--- config.mk ---
export PLATFORM = sky130hd
export DESIGN_NAME = mm3_ctrl
export DESIGN_NICKNAME = d
export VERILOG_FILES = /design/src/design/mm3_pkg.sv /design/src/design/mm3_ctrl.sv
export SDC_FILE = /design/constraint.sdc
export NUM_CORES = 1
export LEC_CHECK = 0
export ABC_AREA = 1
export BUFFER_PORTS_ARGS = -buffer_cell sky130_fd_sc_hd__clkbuf_2
export CORE_UTILIZATION = 40
export DETAILED_ROUTE_END_ITERATION = 10
export PLACE_DENSITY_LB_ADDON = 0.25
export SETUP_SLACK_MARGIN = 0.15
export SLEW_MARGIN = 20
export SYNTH_ARGS = -nofsm -noshare
export SYNTH_HDL_FRONTEND = slang
export SYNTH_SLANG_ARGS = --single-unit
--- constraint.sdc ---
create_clock -name aclk -period 2.83 [get_ports aclk]
set_clock_uncertainty 0.15 [all_clocks]
set_input_delay 0.4245 -clock aclk [delete_from_list [all_inputs] [get_ports aclk]]
set_output_delay 0.4245 -clock aclk [all_outputs]
set_load 0.02 [all_outputs]
--- src/design/mm3_pkg.sv ---
// mm3_pkg: shared types, constants and helper functions for the murmur3 x64_128 hasher
// used by mm3_ctrl, mm3_datapath and murmur3_hash_128; depends on nothing else

package mm3_pkg;

    localparam logic [63:0] MUL_A      = 64'h87c37b91114253d5;
    localparam logic [63:0] MUL_B      = 64'h4cf5ad432745937f;
    localparam logic [63:0] ADD_ONE    = 64'h0000000052dce729;
    localparam logic [63:0] ADD_TWO    = 64'h0000000038495ab5;
    localparam logic [63:0] FIN_A      = 64'hff51afd7ed558ccd;
    localparam logic [63:0] FIN_B      = 64'hc4ceb9fe1a85ec53;
    localparam logic [63:0] SEED_RESET = 64'hdeadbeefdeadbeef;

    localparam int unsigned STEP_W = 6;
    // last step of block mixing, and the step that hands over the result
    localparam logic [STEP_W-1:0] STEP_BLOCK_END = 6'd19;
    localparam logic [STEP_W-1:0] STEP_RESULT    = 6'd43;

    typedef enum logic [4:0] {
        OP_NONE,
        OP_LOAD,
        OP_W_K1,
        OP_W_K2,
        OP_MUL_LL,
        OP_MUL_LH,
        OP_MUL_HL,
        OP_W_ROT31,
        OP_W_ROT33,
        OP_K1_ACC,
        OP_K2_ACC,
        OP_MERGE1,
        OP_MERGE2,
        OP_FIN_XOR,
        OP_FIN_ADD1,
        OP_FIN_ADD2,
        OP_W_L1_FM,
        OP_W_L2_FM,
        OP_W_ACC_FM,
        OP_L1_ACC_FM,
        OP_L2_ACC_FM,
        OP_RESULT
    } dp_op_t;

    typedef enum logic [1:0] {
        MC_A,
        MC_B,
        MC_FA,
        MC_FB
    } mul_const_t;

    typedef struct packed {
        dp_op_t     op;
        mul_const_t csel;
    } dp_cmd_t;

    typedef struct packed {
        logic last;
        logic out_free;
    } dp_status_t;

    function automatic logic [63:0] rotl27(input logic [63:0] x);
        return {x[36:0], x[63:37]};
    endfunction

    function automatic logic [63:0] rotl31(input logic [63:0] x);
        return {x[32:0], x[63:33]};
    endfunction

    function automatic logic [63:0] rotl33(input logic [63:0] x);
        return {x[30:0], x[63:31]};
    endfunction

    function automatic logic [63:0] shr33_xor(input logic [63:0] x);
        return x ^ {33'd0, x[63:33]};
    endfunction

    // keep the lowest n bytes of a word, n from 0 to 8
    function automatic logic [63:0] keep_bytes(input logic [63:0] w, input logic [3:0] n);
        logic [63:0] r;
        r = w;
        for (int i = 0; i < 8; i++) begin
            if (4'(i) >= n) begin
                r[8*i +: 8] = 8'd0;
            end
        end
        return r;
    endfunction

    function automatic dp_cmd_t mul_cmd(input dp_op_t op, input mul_const_t csel);
        dp_cmd_t c;
        c.op   = op;
        c.csel = csel;
        return c;
    endfunction

    // microcode: one datapath command per step of the sequence
    function automatic dp_cmd_t mc_step(input logic [STEP_W-1:0] step);
        dp_cmd_t c;
        c = mul_cmd(OP_NONE, MC_A);
        case (step)
            6'd0:  c = mul_cmd(OP_W_K1, MC_A);
            6'd1:  c = mul_cmd(OP_MUL_LL, MC_A);
            6'd2:  c = mul_cmd(OP_MUL_LH, MC_A);
            6'd3:  c = mul_cmd(OP_MUL_HL, MC_A);
            6'd4:  c = mul_cmd(OP_W_ROT31, MC_A);
            6'd5:  c = mul_cmd(OP_MUL_LL, MC_B);
            6'd6:  c = mul_cmd(OP_MUL_LH, MC_B);
            6'd7:  c = mul_cmd(OP_MUL_HL, MC_B);
            6'd8:  c = mul_cmd(OP_K1_ACC, MC_A);
            6'd9:  c = mul_cmd(OP_W_K2, MC_A);
            6'd10: c = mul_cmd(OP_MUL_LL, MC_B);
            6'd11: c = mul_cmd(OP_MUL_LH, MC_B);
            6'd12: c = mul_cmd(OP_MUL_HL, MC_B);
            6'd13: c = mul_cmd(OP_W_ROT33, MC_A);
            6'd14: c = mul_cmd(OP_MUL_LL, MC_A);
            6'd15: c = mul_cmd(OP_MUL_LH, MC_A);
            6'd16: c = mul_cmd(OP_MUL_HL, MC_A);
            6'd17: c = mul_cmd(OP_K2_ACC, MC_A);
            6'd18: c = mul_cmd(OP_MERGE1, MC_A);
            6'd19: c = mul_cmd(OP_MERGE2, MC_A);
            6'd20: c = mul_cmd(OP_FIN_XOR, MC_A);
            6'd21: c = mul_cmd(OP_FIN_ADD1, MC_A);
            6'd22: c = mul_cmd(OP_FIN_ADD2, MC_A);
            6'd23: c = mul_cmd(OP_W_L1_FM, MC_A);
            6'd24: c = mul_cmd(OP_MUL_LL, MC_FA);
            6'd25: c = mul_cmd(OP_MUL_LH, MC_FA);
            6'd26: c = mul_cmd(OP_MUL_HL, MC_FA);
            6'd27: c = mul_cmd(OP_W_ACC_FM, MC_A);
            6'd28: c = mul_cmd(OP_MUL_LL, MC_FB);
            6'd29: c = mul_cmd(OP_MUL_LH, MC_FB);
            6'd30: c = mul_cmd(OP_MUL_HL, MC_FB);
            6'd31: c = mul_cmd(OP_L1_ACC_FM, MC_A);
            6'd32: c = mul_cmd(OP_W_L2_FM, MC_A);
            6'd33: c = mul_cmd(OP_MUL_LL, MC_FA);
            6'd34: c = mul_cmd(OP_MUL_LH, MC_FA);
            6'd35: c = mul_cmd(OP_MUL_HL, MC_FA);
            6'd36: c = mul_cmd(OP_W_ACC_FM, MC_A);
            6'd37: c = mul_cmd(OP_MUL_LL, MC_FB);
            6'd38: c = mul_cmd(OP_MUL_LH, MC_FB);
            6'd39: c = mul_cmd(OP_MUL_HL, MC_FB);
            6'd40: c = mul_cmd(OP_L2_ACC_FM, MC_A);
            6'd41: c = mul_cmd(OP_FIN_ADD1, MC_A);
            6'd42: c = mul_cmd(OP_FIN_ADD2, MC_A);
            6'd43: c = mul_cmd(OP_RESULT, MC_A);
            default: c = mul_cmd(OP_NONE, MC_A);
        endcase
        return c;
    endfunction

endpackage

--- src/design/mm3_ctrl.sv ---
// mm3_ctrl: sequencer that steps the datapath through block mixing and finalisation
// depends on mm3_pkg for the command set and microcode

module mm3_ctrl
    import mm3_pkg::*;
(
    input  logic       aclk,
    input  logic       aresetn,
    input  logic       s_valid,
    output logic       s_ready,
    input  dp_status_t status,
    output dp_cmd_t    cmd
);

    typedef enum logic {
        S_IDLE,
        S_RUN
    } state_t;

    state_t            state_reg;
    logic [STEP_W-1:0] step_reg;

    assign s_ready = (state_reg == S_IDLE);

    always_comb begin
        cmd = mul_cmd(OP_NONE, MC_A);
        case (state_reg)
            S_IDLE: begin
                if (s_valid) begin
                    cmd = mul_cmd(OP_LOAD, MC_A);
                end
            end
            S_RUN: begin
                cmd = mc_step(step_reg);
                // hold the hand-over while the previous hash is still unread
                if (step_reg == STEP_RESULT && !status.out_free) begin
                    cmd = mul_cmd(OP_NONE, MC_A);
                end
            end
            default: cmd = mul_cmd(OP_NONE, MC_A);
        endcase
    end

    always_ff @(posedge aclk) begin
        if (!aresetn) begin
            state_reg <= S_IDLE;
            step_reg  <= '0;
        end else begin
            case (state_reg)
                S_IDLE: begin
                    if (s_valid) begin
                        state_reg <= S_RUN;
                        step_reg  <= '0;
                    end
                end
                S_RUN: begin
                    if (step_reg == STEP_BLOCK_END && !status.last) begin
                        state_reg <= S_IDLE;
                    end else if (step_reg == STEP_RESULT) begin
                        if (status.out_free) begin
                            state_reg <= S_IDLE;
                        end
                    end else begin
                        step_reg <= step_reg + 1'b1;
                    end
                end
                default: state_reg <= S_IDLE;
            endcase
        end
    end

    a_result_needs_room: assert property (@(posedge aclk) disable iff (!aresetn)
        cmd.op == OP_RESULT |-> status.out_free)
        else $error("result issued while output register still full");

    a_one_word_at_a_time: assert property (@(posedge aclk) disable iff (!aresetn)
        (s_valid && s_ready) |=> !s_ready)
        else $error("word accepted while previous word still in progress");

    a_step_in_range: assert property (@(posedge aclk) disable iff (!aresetn)
        state_reg == S_RUN |-> step_reg <= STEP_RESULT)
        else $error("sequencer step beyond end of microcode");

    a_block_end_exit: assert property (@(posedge aclk) disable iff (!aresetn)
        (state_reg == S_RUN && step_reg == STEP_BLOCK_END && !status.last) |=> s_ready)
        else $error("non-final word did not return to idle");

endmodule

======== Word level (Yosys, flattened, before mapping) ========
Memories as Yosys holds them, arrays and structs flattened. A register that Yosys moved wholly into a read port is not among the register bits.
Index checks and enable logic that the tools add are counted.
word-level totals
  bits in registers ....................... 7
  memory bits (read-only) ................. 448
  input bits .............................. 5
  output and inout bits ................... 8
  logic and storage cells ................. 29
  memories kept ........................... 1
memory list
  memory           words  bits a word  read ports  clocked after memory_dff  wr ports  line            source
  (no name shown)  64     7            1           1                         0         mm3_pkg.sv:100  case (step)
cells by class
  add/sub/neg operators ................... 1
  equal/unequal tests ..................... 5
  multiplexer cells ....................... 14
  bitwise logic cells ..................... 1
  reductions and logical operators ........ 5
operator list
  cell                                                                    number
  6-bit 2-to-1 mux                                                        5
  7-bit one-hot mux with 2 select lines                                   1
  6-bit one-hot mux with 2 select lines                                   1
  7-bit 2-to-1 mux                                                        1
  6-bit by 1-bit adder with 6-bit output (second input constant)          1
  6-bit by 5-bit equality test with 1-bit output (second input constant)  1
  6-bit equality test (second input constant)                             1
  2-bit != test (second input constant)                                   3
  1-bit 2-to-1 mux                                                        4
  3-bit 2-to-1 mux                                                        1
  3-bit AND reduction                                                     1
  1-bit logical AND                                                       2
  1-bit logical NOT                                                       2
  1-bit one-hot mux with 2 select lines                                   1
  1-bit inverter                                                          1

======== Logic depth before layout (Yosys ltp) ========
  depth after elaboration ................. 6
  depth in mapped cells ................... 17
  depth with buffers taken out ............ 17

======== Least setup slack after synthesis ========
No wires, ideal clock.
  kind .................................... reg-to-reg
  start point ............................. register step_reg[0]
  end point ............................... register (tool-made name)
  library setup time ...................... 0.114 ns
  arrival ................................. 2.125 ns
  required time ........................... 2.566 ns
  slack ................................... 0.440 ns
  stages on the path, launching flop included .. 15
  path buffers ............................ 0
  period minus slack after synthesis ...... 2.390 ns
  cells stage by stage .................... dfxtp_1 > ha_1 > inv_2 > nor2_4 > nand3_2 > nand3_4 > nand3_1 > nand2_1 > nand2_1 > ha_1 > or2_2 > nand3_1 > nand3_1 > nand3_1 > nand2_1
RTL lines
  element                   line            source
  start: declaration        mm3_ctrl.sv:21  logic [STEP_W-1:0] step_reg;
  start signal: assignment  mm3_ctrl.sv:64  step_reg <= step_reg + 1'b1;

==> results.txt <==
The run finished with clean final reports. The internal power came out at ~360 uW. The maximum level of the CTS H-tree came out at 1. The net switching fraction of the power is between 30 and 40%. IR analysis of the VDD net gives a maximum drop of ~0.12 mV. In the synthesized netlist, the number of instances is slightly above 200. The die outline area came out at around 3400 sq um. From bottom edge to top edge, the die measures between 50 and 60 um. The clock tree buffer depth came out at 2. The cell count of the worst hold path is 3. The mean routed wirelength per cell is 11.2 um. The global routing stage identified its most utilized layer as met2. The library cells used most frequently in the layout, excluding fill and tap cells, are nand2_1 (61), nand3_1 (30), inv_1 (24). The total power divided by cell area came out at 397 nW/um^2. The worst setup path is captured at a flip-flop. The commonest non-fill, non-tap cell in the layout is nand2_1. The maximum number of pins on one net before global-route repair came out at 15. The placement-stage cell area came out at between 1000 and 1500 sq um.

The number of antenna-violating nets in the routed design came out at 0. The path with the worst hold slack has its endpoint at state_reg$_SDFF_PN0_. The congestion estimate from routability-driven global placement came to ~0.86. The total DRC errors in the routed layout came out at 0. The number of nets in the synthesized netlist is 218. The die width came out at 58.6 um. The clock-pin slew on the worst setup and hold paths is roughly 90 ps. The ratio of cells with drive above 1 in the final layout is between 20% and 30%. For this run, global-route usage on met1 was measured as a little over a quarter.

For the worst setup path, the data arrival time is approximately 2500 ps. 13 I/O pins were placed. The number of placed instances, taps included, is roughly 260.

The final worst-path setup slack is between 300 and 400 ps. The achievable frequency came out at between 400 and 500 MHz. The sum of negative setup slack came out at 0 ps. After floorplanning, the core was divided into 20 placement rows. The pre-CTS setup slack is about 200 ps. The pin slew with the least headroom to its limit came out at around 470 ps. The launch point of the worst reg-to-reg path is step_reg[0]$_SDFFE_PN0N_.

The average footprint of a synthesized cell came out at 6.23 sq um. By startpoint and endpoint, the worst setup path is classified as flip-flop to flip-flop. The total area inside the core boundary comes to 3050 sq um. The worst setup path is launched from a flip-flop.

The number of warnings issued by yosys is 0. In the finished design, the share of the clock period the worst path needs comes to 87.0%. The share of total power in the clock network came out at 25.9%.

The worst slew margin relative to its limit is around two thirds. The root buffer cell chosen for the clock tree is clkbuf_4. The clock network latency to the later pin of the worst-skew pair came out at 280 ps. The net switching power is slightly above 200 uW.

The TritonCTS clock tree is done. The final standard cell count with taps included and fillers excluded came out at 262. The number of endpoints with negative hold slack in the final report came out at 0. The setup slack on the worst flop-to-flop path came out at about 370 ps. The area added between synthesis and finish is 10.4%. The worst-case hold slack came out at about 320 ps. The top fanout value on the critical path came out at 8.

The summed area of non-filler cells in the final layout is around 1400 sq um. The met3 usage came out at between 2 and 2.5%. Setup repair after global routing left no endpoint under its margin. After detailed routing, the total wire length is a little under 3000 um.

The clock buffer count from CTS came out at 3. The number of diodes added for antenna fixing is 0. The global-route total usage across every layer came out at roughly a fifth.

The post-synthesis register bit count is 14. For this block, the via count after detailed routing is 1,320. Counting every sink on the clock net gives 14. Once the floorplan was initialized, standard cells occupied a little over two fifths of the core.

The total power draw is 563 uW. The tightest min-delay check is of the input port to flip-flop type. The hold buffer count at CTS is 0. The utilization after layout came out at 46.4%.

The number of DRC markers in iteration 0 came out at 74. Setup violations remaining at the end of the flow were counted as 0. The wire length of the first global-routing pass came out at just under 5000 um. The number of antenna violations at the first check in global routing came out at 0. Combinational cells account for between 30% and 40% of the total power. The number of unique standard cell types used by synthesis came out at 29. The placed wire-length estimate came out at ~2200 um.

The shortest period the worst path allows came out at between 2000 and 2500 ps. The reported max-cap violation count is 0. The number of cells traversed by the worst register-to-register path came out at 14. The startpoint identified for the worst hold timing path is status[0]. The share of total power dissipated in sequential elements is between 40% and 50%. Summed over all cells, the static leakage comes to about 0.74 nW. The number of iterations in the first detailed-routing pass is 4. Global routing finished with a remaining overflow of 0. The global routing usage on met2 came out at between 20 and 30%. The number of vias per cell after detailed routing is between 5 and 6. The number of max-slew violations in the final report was 0. The buffers inserted during post-CTS setup optimization came out at 0. During placement, the flow inserted port buffers numbering 12. The number of global-route vias before repair came out at around 1,100. The share of the yosys chip area belonging to registers is between 20% and 30%. The synthesized netlist occupies a cell area of roughly 1300 sq um.

The data required time of the worst path is between 2000 and 3000 ps. The number of nets in the finished design came out at 231.
==> repair_timing <==
item / CTS / global route
hold endpoints to repair: 0 / 0
endpoints found under the setup margin: 0 / 6
resized for setup: 0 / 6
==> area by class of cell <==
cell class / instances / area, sq um
clock buffer: 4 / 36.3
fill: 332 / 1640
inverter: 31 / 124
multi-input combinational: 155 / 843
sequential: 14 / 283
tap: 44 / 55.1
timing repair buffer: 14 / 75.1
==> power by group through the flow <==
stage          Sequential [mW]  Combinational, mW  Clock (mW)
3_5_place_dp             0.237              0.181           0
5_1_grt                  0.236              0.207       0.164
4_1_cts                  0.233              0.181       0.151
6_report                 0.234              0.183       0.146
3_3_place_gp             0.238              0.181           0
2_1_floorplan            0.228              0.155           0
==> synth_stat cells <==
master    number  share of area (%)
or2_2          1               0.49
nand3_2        4                3.1
ha_1           7                6.8
nand2_1       62                 18
nand2_2        3                1.5
o21ai_0        5                2.0
inv_1         24                7.0
a21boi_2       1               0.88
o21ai_1        5                2.0
nor2_1        15                4.4
xor2_1         1               0.68
nand3_1       30                 12
buf_2          1               0.39
a21oi_1        2               0.78
buf_4          3                1.8
clkinv_4       1               0.68
inv_4          1               0.49
o21a_1         1               0.59
nor2_2         2               0.98
inv_2          4                1.2
dfxtp_1       14                 22
clkinv_1       1               0.29
nor3_1         1               0.39
o21ai_2        2                1.4
nand2_4        1               0.88
buf_6          2                1.8
nor2_4         1               0.88
nand3_4        2                2.7
nand4_1        9                4.4
==> cell families (layout without fill, tap and decap cells) <==
group                    count (synthesis)  after routing  share of synthesized area, %
AND/OR/NAND/NOR                        131            131                          49.6
buffers and inverters                   37             49                          13.6
AO/OA/AOI/OAI                           16             16                          7.51
flip-flops                              14             14                          21.9
adder cells (fa/ha/maj)                  7              7                          6.83
XOR/XNOR                                 1              1                         0.683
==> critical path, cell delays in order, from the launching register on <==
cell and delay [ps]:
dfxtp_2 410, ha_4 190, inv_2 50, nor2_4 110, nand3_2 120, nand3_4 160
nand3_1 90, nand2_1 100, nand2_2 130, ha_1 260, or2_2 290, nand3_1 80
nand3_1 80, nand3_1 90, nand2_1 50
==> metal layers <==
metal | wire (um) | part of all wire, % | vias to the layer above
li1 | - | - | 688
met1 | 1410 | 48 | 572
met3 | 190 | 6.4 | 7
met5 | 0 | 0 | -
met4 | 42 | 1.4 | 0
met2 | 1300 | 44 | 53
==> worst max path at each step <==
stage	depth (start not counted)	end	startpoint	slack, ps
after floorplan	14	flip-flop	step_reg[0]$_SDFFE_PN0N_	440
after global placement	14	flip-flop	step_reg[0]$_SDFFE_PN0N_	260
after detailed placement	14	flip-flop	step_reg[0]$_SDFFE_PN0N_	200
after CTS	14	flip-flop	step_reg[0]$_SDFFE_PN0N_	190
after global routing	14	flip-flop	step_reg[0]$_SDFFE_PN0N_	180
final	14	flip-flop	step_reg[0]$_SDFFE_PN0N_	370
(Power assumes the default switching activity.)
